<file path="src/rtl/mmn_pkg.sv">
`timescale 1ns / 1ps
// ----------------------------------------------------------------------------
// mmn_pkg
// shared constants, codes and controller/datapath interface types for the
// min/max byte normalizer
// ----------------------------------------------------------------------------
package mmn_pkg;

  // sample and channel sizing
  localparam int SAMPLE_BITS    = 32;
  localparam int MAX_CHANNELS   = 4;
  localparam int CFG_BITS       = 3;
  localparam int CNT_BITS       = CFG_BITS + 1;
  localparam int POS_BITS       = (MAX_CHANNELS > 1) ? $clog2(MAX_CHANNELS) : 1;
  localparam int CFG_INDEX_BITS = 1;

  // divider sizing: quotient is one byte, remainder holds 255 * difference
  localparam int PIXEL_BITS     = 8;
  localparam int QUOT_BITS      = PIXEL_BITS;
  localparam int STEP_BITS      = $clog2(QUOT_BITS);
  localparam int DIFF_BITS      = SAMPLE_BITS + 1;
  localparam int REM_BITS       = DIFF_BITS + PIXEL_BITS;
  localparam int USER_OUT_BITS  = 3;

  localparam logic [PIXEL_BITS-1:0] FULL_SCALE    = PIXEL_BITS'(255);
  localparam logic [PIXEL_BITS-1:0] UNIFORM_PIXEL = PIXEL_BITS'(100);
  localparam logic [STEP_BITS-1:0]  LAST_STEP     = STEP_BITS'(QUOT_BITS - 1);

  localparam logic signed [SAMPLE_BITS-1:0] SAMPLE_MAX = {1'b0, {(SAMPLE_BITS-1){1'b1}}};
  localparam logic signed [SAMPLE_BITS-1:0] SAMPLE_MIN = {1'b1, {(SAMPLE_BITS-1){1'b0}}};

  localparam logic [CFG_BITS-1:0] NUM_CHANNELS_RESET   = CFG_BITS'(1);
  localparam logic [CFG_BITS-1:0] CHOSEN_CHANNEL_RESET = CFG_BITS'(0);
  localparam logic [CFG_BITS-1:0] CHOSEN_ALL           = CFG_BITS'(0);

  // request kind on the input tuser
  localparam logic MODE_SCAN      = 1'b0;
  localparam logic MODE_NORMALIZE = 1'b1;

  typedef enum logic [CFG_INDEX_BITS-1:0] {
    REG_NUM_CHANNELS   = 1'b0,
    REG_CHOSEN_CHANNEL = 1'b1
  } cfg_reg_t;

  typedef enum logic [1:0] {
    ST_IDLE,
    ST_SCALE,
    ST_DIV,
    ST_OUT
  } state_t;

  typedef struct packed {
    logic accept_scan;
    logic accept_norm;
    logic scale;
    logic div_step;
    logic load_out;
  } cmd_t;

  typedef struct packed {
    logic out_valid;
  } stat_t;

endpackage

</file>
<file path="src/rtl/mmn_ctrl.sv">
`timescale 1ns / 1ps
// ----------------------------------------------------------------------------
// mmn_ctrl
// sequencer for the normalizer: accepts requests, steps the divider and
// hands results to the output register
// ----------------------------------------------------------------------------
module mmn_ctrl import mmn_pkg::*; (
  input  logic  clk,
  input  logic  rst,
  input  logic  s_tvalid,
  output logic  s_tready,
  input  logic  s_mode,
  input  stat_t stat,
  input  logic  m_tready,
  output cmd_t  cmd
);

  state_t                 state;
  state_t                 state_next;
  logic [STEP_BITS-1:0]   step;
  logic [STEP_BITS-1:0]   step_next;

  always_ff @(posedge clk) begin
    if (rst) begin
      state <= ST_IDLE;
      step  <= '0;
    end else begin
      state <= state_next;
      step  <= step_next;
    end
  end

  always_comb begin
    state_next = state;
    step_next  = step;
    cmd        = '0;
    s_tready   = 1'b0;
    case (state)
      ST_IDLE: begin
        s_tready = 1'b1;
        if (s_tvalid) begin
          if (s_mode == MODE_NORMALIZE) begin
            cmd.accept_norm = 1'b1;
            state_next      = ST_SCALE;
          end else begin
            cmd.accept_scan = 1'b1;
          end
        end
      end
      ST_SCALE: begin
        cmd.scale  = 1'b1;
        step_next  = '0;
        state_next = ST_DIV;
      end
      ST_DIV: begin
        cmd.div_step = 1'b1;
        step_next    = step + STEP_BITS'(1);
        if (step == LAST_STEP) begin
          state_next = ST_OUT;
        end
      end
      ST_OUT: begin
        // output register free or draining this cycle
        if (!stat.out_valid || m_tready) begin
          cmd.load_out = 1'b1;
          state_next   = ST_IDLE;
        end
      end
      default: begin
        state_next = ST_IDLE;
      end
    endcase
  end

  a_div_to_out: assert property (@(posedge clk) disable iff (rst)
    (state == ST_DIV && step == LAST_STEP) |=> (state == ST_OUT))
    else $error("divider did not finish after the last quotient bit");

  a_norm_starts_scale: assert property (@(posedge clk) disable iff (rst)
    cmd.accept_norm |=> (state == ST_SCALE && !s_tready))
    else $error("normalize request did not start the scale step");

endmodule

</file>
<file path="src/rtl/mmn_datapath.sv">
`timescale 1ns / 1ps
// ----------------------------------------------------------------------------
// mmn_datapath
// configuration, running min/max, channel tracking, restoring divider and
// output register of the normalizer
// ----------------------------------------------------------------------------
module mmn_datapath import mmn_pkg::*; (
  input  logic                          clk,
  input  logic                          rst,
  input  cmd_t                          cmd,
  output stat_t                         stat,
  input  logic                          cfg_we,
  input  logic [CFG_INDEX_BITS-1:0]     cfg_index,
  input  logic [CFG_BITS-1:0]           cfg_data,
  input  logic signed [SAMPLE_BITS-1:0] sample,
  input  logic                          last,
  input  logic                          m_tready,
  output logic                          out_valid,
  output logic [PIXEL_BITS-1:0]         pixel,
  output logic                          selected,
  output logic                          end_of_pass,
  output logic                          uniform,
  output logic                          config_error
);

  logic [CFG_BITS-1:0]           num_channels;
  logic [CFG_BITS-1:0]           chosen_channel;
  logic signed [SAMPLE_BITS-1:0] running_min;
  logic signed [SAMPLE_BITS-1:0] running_max;
  logic [POS_BITS-1:0]           channel_position;

  logic [CNT_BITS-1:0]           eff_channels;
  logic [CNT_BITS-1:0]           pos_inc;
  logic [POS_BITS-1:0]           pos_next;
  logic                          cfg_err;
  logic                          sel;
  logic signed [DIFF_BITS-1:0]   d_in;
  logic signed [DIFF_BITS-1:0]   r_in;

  // request held during the divide
  logic signed [DIFF_BITS-1:0]   d;
  logic signed [DIFF_BITS-1:0]   r;
  logic                          req_uniform;
  logic                          req_err;
  logic                          req_sel;
  logic                          req_last;
  logic [REM_BITS-1:0]           rem;
  logic [REM_BITS-1:0]           den;
  logic [QUOT_BITS-1:0]          quot;
  logic [PIXEL_BITS-1:0]         pixel_next;

  always_comb begin
    if (num_channels == '0) begin
      eff_channels = CNT_BITS'(1);
    end else if (CNT_BITS'(num_channels) > CNT_BITS'(MAX_CHANNELS)) begin
      eff_channels = CNT_BITS'(MAX_CHANNELS);
    end else begin
      eff_channels = CNT_BITS'(num_channels);
    end
  end

  assign cfg_err = CNT_BITS'(chosen_channel) > eff_channels;
  assign pos_inc = CNT_BITS'(channel_position) + CNT_BITS'(1);
  assign sel     = !cfg_err &&
                   (chosen_channel == CHOSEN_ALL || pos_inc == CNT_BITS'(chosen_channel));

  always_comb begin
    if (last || pos_inc >= eff_channels) begin
      pos_next = '0;
    end else begin
      pos_next = POS_BITS'(pos_inc);
    end
  end

  assign d_in = {sample[SAMPLE_BITS-1], sample} - {running_min[SAMPLE_BITS-1], running_min};
  assign r_in = {running_max[SAMPLE_BITS-1], running_max} -
                {running_min[SAMPLE_BITS-1], running_min};

  // configuration and running statistics
  always_ff @(posedge clk) begin
    if (rst) begin
      num_channels     <= NUM_CHANNELS_RESET;
      chosen_channel   <= CHOSEN_CHANNEL_RESET;
      running_min      <= SAMPLE_MAX;
      running_max      <= SAMPLE_MIN;
      channel_position <= '0;
    end else begin
      if (cfg_we) begin
        case (cfg_reg_t'(cfg_index))
          REG_NUM_CHANNELS:   num_channels   <= cfg_data;
          REG_CHOSEN_CHANNEL: chosen_channel <= cfg_data;
          default: ;
        endcase
      end
      if (cmd.accept_scan || cmd.accept_norm) begin
        channel_position <= pos_next;
      end
      if (cmd.accept_scan && sel) begin
        if (sample < running_min) begin
          running_min <= sample;
        end
        if (sample > running_max) begin
          running_max <= sample;
        end
      end
      if (cmd.accept_norm && last) begin
        running_min <= SAMPLE_MAX;
        running_max <= SAMPLE_MIN;
      end
    end
  end

  // request capture and restoring divider
  always_ff @(posedge clk) begin
    if (cmd.accept_norm) begin
      d           <= d_in;
      r           <= r_in;
      req_uniform <= running_max <= running_min;
      req_err     <= cfg_err;
      req_sel     <= sel;
      req_last    <= last;
    end
    if (cmd.scale) begin
      rem  <= {d, {PIXEL_BITS{1'b0}}} - {{PIXEL_BITS{1'b0}}, d};
      den  <= {1'b0, r, {(QUOT_BITS-1){1'b0}}};
      quot <= '0;
    end
    if (cmd.div_step) begin
      if (rem >= den) begin
        rem  <= rem - den;
        quot <= {quot[QUOT_BITS-2:0], 1'b1};
      end else begin
        quot <= {quot[QUOT_BITS-2:0], 1'b0};
      end
      den <= den >> 1;
    end
  end

  always_comb begin
    if (req_err) begin
      pixel_next = '0;
    end else if (req_uniform) begin
      pixel_next = UNIFORM_PIXEL;
    end else if (d[DIFF_BITS-1] || d == '0) begin
      pixel_next = '0;
    end else if (d >= r) begin
      pixel_next = FULL_SCALE;
    end else begin
      pixel_next = quot;
    end
  end

  // output register
  always_ff @(posedge clk) begin
    if (rst) begin
      out_valid <= 1'b0;
    end else if (cmd.load_out) begin
      out_valid <= 1'b1;
    end else if (m_tready) begin
      out_valid <= 1'b0;
    end
  end

  always_ff @(posedge clk) begin
    if (cmd.load_out) begin
      pixel        <= pixel_next;
      selected     <= req_sel;
      end_of_pass  <= req_last;
      uniform      <= req_uniform && !req_err;
      config_error <= req_err;
    end
  end

  assign stat.out_valid = out_valid;

  a_frame_restart: assert property (@(posedge clk) disable iff (rst)
    (cmd.accept_norm && last) |=> (running_min == SAMPLE_MAX && running_max == SAMPLE_MIN))
    else $error("min/max not restarted after end of normalize pass");

  a_uniform_pixel: assert property (@(posedge clk) disable iff (rst)
    (out_valid && uniform) |-> (pixel == UNIFORM_PIXEL && !config_error))
    else $error("uniform result without uniform pixel");

  a_error_result: assert property (@(posedge clk) disable iff (rst)
    (out_valid && config_error) |-> (pixel == '0 && !selected))
    else $error("config error result carries data");

endmodule

</file>
<file path="src/rtl/min_max_normalize_to_byte.sv">
`timescale 1ns / 1ps
// ----------------------------------------------------------------------------
// min_max_normalize_to_byte
// two-pass min/max normalizer of interleaved q16.16 samples to bytes
// ----------------------------------------------------------------------------
// A frame is streamed twice. Scan requests (tuser 0) fold the selected
// samples into a running minimum and maximum, produce no output and leave
// the block ready. Normalize requests (tuser 1) each produce one byte,
// floor(255*(x-min)/(max-min)) clamped to 0..255, from an 8-step restoring
// divider: accept, scale, eight quotient bits and output load, which waits
// while the sink still holds the output register. The output register
// lets a new request enter while the previous result waits. tlast on a
// normalize request ends the frame and restarts min/max; tlast on any
// request restarts the channel count. chosen_channel 0 selects every
// channel, a value above num_channels (0 read as 1, capped at MAX_CHANNELS)
// flags config_error with byte 0, and an empty or flat range gives byte 100
// with the uniform flag. Configuration must be written only while no
// request is in flight; the block itself does not enforce this.
// ----------------------------------------------------------------------------
module min_max_normalize_to_byte import mmn_pkg::*; (
  input  logic                          clk,
  input  logic                          rst,
  // config write port
  input  logic                          cfg_we,
  input  logic [CFG_INDEX_BITS-1:0]     cfg_index,
  input  logic [CFG_BITS-1:0]           cfg_data,
  // sample requests
  input  logic                          s_tvalid,
  output logic                          s_tready,
  input  logic signed [SAMPLE_BITS-1:0] s_tdata,   // [31:0] sample
  input  logic                          s_tlast,   // last sample of the pass
  input  logic                          s_tuser,   // [0] mode
  // byte results
  output logic                          m_tvalid,
  input  logic                          m_tready,
  output logic [PIXEL_BITS-1:0]         m_tdata,   // [7:0] pixel
  output logic                          m_tlast,   // end_of_pass
  output logic [USER_OUT_BITS-1:0]      m_tuser    // [0] selected [1] uniform [2] config_error
);

  cmd_t  cmd;
  stat_t stat;

  // sequencer: one state per phase of a normalize request
  mmn_ctrl u_ctrl (
    .clk      (clk),
    .rst      (rst),
    .s_tvalid (s_tvalid),
    .s_tready (s_tready),
    .s_mode   (s_tuser),
    .stat     (stat),
    .m_tready (m_tready),
    .cmd      (cmd)
  );

  // statistics, divider and output register
  mmn_datapath u_datapath (
    .clk          (clk),
    .rst          (rst),
    .cmd          (cmd),
    .stat         (stat),
    .cfg_we       (cfg_we),
    .cfg_index    (cfg_index),
    .cfg_data     (cfg_data),
    .sample       (s_tdata),
    .last         (s_tlast),
    .m_tready     (m_tready),
    .out_valid    (m_tvalid),
    .pixel        (m_tdata),
    .selected     (m_tuser[0]),
    .end_of_pass  (m_tlast),
    .uniform      (m_tuser[1]),
    .config_error (m_tuser[2])
  );

endmodule
</file>
<file path="config.mk">
export PLATFORM = sky130hd
export DESIGN_NAME = min_max_normalize_to_byte
export DESIGN_NICKNAME = d
export VERILOG_FILES = /design/src/rtl/mmn_pkg.sv /design/src/rtl/mmn_ctrl.sv /design/src/rtl/mmn_datapath.sv /design/src/rtl/min_max_normalize_to_byte.sv
export SDC_FILE = /design/constraint.sdc
export NUM_CORES = 1
export LEC_CHECK = 0
export BUFFER_PORTS_ARGS = -buffer_cell sky130_fd_sc_hd__buf_2
export CORE_MARGIN = 5
export CORE_UTILIZATION = 45
export CTS_CLUSTER_SIZE = 24
export DETAILED_ROUTE_END_ITERATION = 6
export PLACE_DENSITY = 0.62
export SLEW_MARGIN = 20
export SYNTH_ARGS = -nofsm -noshare
export SYNTH_HDL_FRONTEND = slang
export SYNTH_SLANG_ARGS = --single-unit
</file>
<file path="constraint.sdc">
create_clock -name clk -period 6.3 [get_ports clk]
set_input_delay 1.89 -clock clk [delete_from_list [all_inputs] [get_ports clk]]
set_output_delay 1.89 -clock clk [all_outputs]
set_load 0.05 [all_outputs]
</file>
==> summary.md <==
| Metric | Value |
|---|---|
| Root buffer cell | clkbuf_16 |
| CP required | 6.78 ns |
| CP peak stage delay | 0.71 ns |
| Final core utilization | 50.0% |
| Synth Register Bits | 249 |
| Vias in the first global route | 15538 |
| Pre-CTS WS | 1.12 ns |
| Critical Path Source Type | input port |
| Layout cells sized above 1 | 7.30% |
| Fmax | 219 MHz |
| Post-synthesis sequential area ratio | 33.1% |
| Die Footprint | 0.0464 mm2 |
| VDD IR max | 254 uV |
| Final net count | 2466 |
| Wire per inst | 18.1 um |
| PwrDens | 434 mW/mm2 |
| Ys Warns | 0 |
| Static Leak | 0.00903 uW |
| Worst hold start | u_datapath.req_last |
| Clk_lat worst skew | 0.57 ns |
| CP dominant cell by count | a21o_1 |
| Syn nets | 2441 |
| Asr flop ratio synth | 0% |
| Tcrit/Tclk final | 72.6% |
| I/O pins | 57 |
| Total Routed Length | 50300 um |
| Initial DRC Count | 976 |
| Port-buffer cells | 56 |
| Crit path cell chain | buf_2, ha_1, a21o_1, a21o_1, a21o_1, a21o_1, a211o_1, a221o_1, a211oi_2, buf_4, o21ai_0, a21boi_0 |
| CTS tree | done |
| Worst reg-to-reg path cell count | 11 |
| Pin count of the biggest net entering global routing | 71 |
| Max-cap violations | 0 |
| Die Wd | 215 um |
| Worst r2r src | u_datapath.channel_position[0] |
| DPL Wire Length | 38900 um |
| Most used DFF post-synth | edfxtp_1 |
| Critical path peak fanout | 20 |
| Vias/cell | 5.80 |
| Initial core utilization | 45.4% |
| CTS sink cnt | 249 |
| Hold Crit Class | reg2reg |
| Setup TNS | 0 ns |
| Num CTS Buffers | 30 |
| Post-cts resize count | 0 |
| Commonest non-fill, non-tap cell in the layout | inv_1 |
| R2r setup slk | 2.27 ns |
| Largest buffer count on any clock path | 3 |
| H-Tree Level Count | 1 |
| 1st-pass router iterations | 5 |
| Gpl congestion | 0.885 |
| Slew Viols, Final | 0 |
| Initial antenna violation count | 0 |
| WHS Path Cells | 0 |
| DRC violations left | 0 |
| Least-Margin Pin Slew | 1.11 ns |
| Routed Antenna Nets | 0 |
| Cell area after synthesis | 0.0190 mm2 |
| Final worst setup slack | 1.72 ns |
| RSZ-0062 raised after global routing | false |
| Post-CTS Hold Buffers | 0 |
| Setup repair bufs after CTS | 0 |
| Placed cells | 2717 |
| Layout overhead on the synthesized area | 10.1% |
| Fin cells | 2773 |
| CORE AREA | 0.0419 mm2 |
| Synth Instances | 2185 |
| Arr. time, crit path | 5.05 ns |
| Commonest cells after routing, fill and taps aside | inv_1, ha_1, o21ai_0 |
| Slew headroom | 25.8% |
| Critical Path Sink Type | flop |
| Diode count | 0 |
| Mean Syn Cell Area | 8.69 um2 |
| Post-Route Skew | 0.0151 ns |
| Die Y-Extent | 215 um |
| Worst Hold End | u_datapath.end_of_pass |
| Slowest CP cell | a211oi_2 |
| GRT overflow | 0 |
| Setup Viol. Count Final | 0 |
| Final hold vios | 0 |
| Post-synth cell types | 81 |
| Clk pin slew, worst setup/hold paths | 0.06 ns |
| Filler Cell Count | 3962 |
| Critical path class | in2reg |
| Run status | finished, final reports clean |
| Fin crit period | 4.58 ns |
| First-pass GRT wire length | 82000 um |
| Num rows | 75 |
| Post-synth EDFFs | 130 |
| Vias | 16088 |
| RR Endpoint | u_datapath.running_max[26] |
| GR Util All Layers | 21.1% |
kinds of logic (layout without fill, tap and decap cells):
logic type	count (synthesis)	count (layout)	synth area share, %
compound gates	724	724	25.3
simple gates	562	562	14.8
buf+inv	301	350	6.15
flops	249	249	33.1
fa+ha+maj	213	213	14.2
xor+xnor	105	105	4.84
mux	31	31	1.67
power by group:
group / switching, uW / leakage, uW / internal (uW)
sequential: 309 / 0.00220 / 2280
clock: 725 / 0.000528 / 1230
combinational: 2720 / 0.00630 / 1820
per-stage QoR:
stage,instance area (um2),total power (uW),hold slack (ns)
after floorplan,19000,6020,0.400
after global placement,19800,7020,0.404
after detailed placement,19800,7090,0.409
after CTS,20900,9090,0.418
after global routing,20900,9800,0.423
final,20900,9070,0.419
worst max-delay path: cells and delay by family:
kind                       cells  cell delay (ns)
AOI/OAI and AO/OA              9             2.35
adders and majority gates      1             0.31
buffers and inverters          2             0.49
worst max path at each step:
stage                     from                    endpoint  slack (ns)  depth (start not counted)
floorplan              s_tuser  u_datapath.running_min[10]        1.66                          5
global placement    s_tdata[9]  u_datapath.running_max[10]        1.23                         12
detailed placement  s_tdata[9]   u_datapath.running_max[3]        1.12                         12
CTS                 s_tdata[9]   u_datapath.running_max[3]        1.73                         12
global route        s_tdata[9]   u_datapath.running_max[3]        1.48                         12
finish              s_tdata[9]   u_datapath.running_max[3]        1.72                         12
per-layer routing:
layer  track usage [%]  routed length (um)
met5                 0                   0
met2              34.0               22400
met1              30.2               24000
met3              2.12                2250
met4              6.42                1560
area by class of cell:
cell class / instances / area, um2 / area share (%)
clock buffers: 33 / 783 / 3.75
clock inverters: 23 / 343 / 1.64
inverters: 222 / 833 / 3.99
multi-input cells: 1635 / 11600 / 55.4
flip-flops and latches: 249 / 6290 / 30.1
well taps: 539 / 674 / 3.23
repair buffers: 72 / 413 / 1.97
synthesized netlist by cell type (6+ instances only):
cell      instances  share of area, %
and2_1           25              0.82
or4_1             6              0.24
a22oi_1          32               1.3
dfxtp_1         119                13
o21a_1           13              0.51
or3_1            20              0.66
a221o_1          35               1.8
o31ai_1          12              0.47
clkbuf_1         56               1.1
a211oi_1         19              0.75
inv_1           222               4.4
nor2b_1          28              0.92
edfxtp_1        130                21
o21ai_0         184               4.8
a311oi_1          8              0.37
xor2_1           27               1.2
xnor2_1          78               3.6
a21o_1           88               3.5
a221oi_1          6              0.28
and3_1           16              0.53
o31a_1            6              0.28
mux2i_1          25               1.3
mux2_2            6              0.36
a211o_1          10              0.46
nor3_1           28              0.74
nor2_1          105               2.1
a31oi_1          14              0.46
nor4_1           19              0.63
a21oi_1         171               4.5
or2_2             9              0.30
buf_2            14              0.37
o21bai_1         19              0.75
ha_1            210                14
nand2b_1         25              0.82
a21boi_0         35               1.4
o21ai_1           6              0.16
nand2_1         147               2.9
nand4_1          34               1.1
nand3_1          82               2.2
registers in the layout, summed over array words and instances, names as in the netlist, 2 cells and up:
name	flops
u_ctrl.state	2
u_ctrl.step	3
u_datapath.channel_position	2
u_datapath.chosen_channel	3
u_datapath.d	33
u_datapath.den	40
u_datapath.num_channels	3
u_datapath.pixel	8
u_datapath.quot	8
u_datapath.r	33
u_datapath.rem	41
u_datapath.running_max	32
u_datapath.running_min	32
No activity file was read; power rests on OpenSTA's default activity.
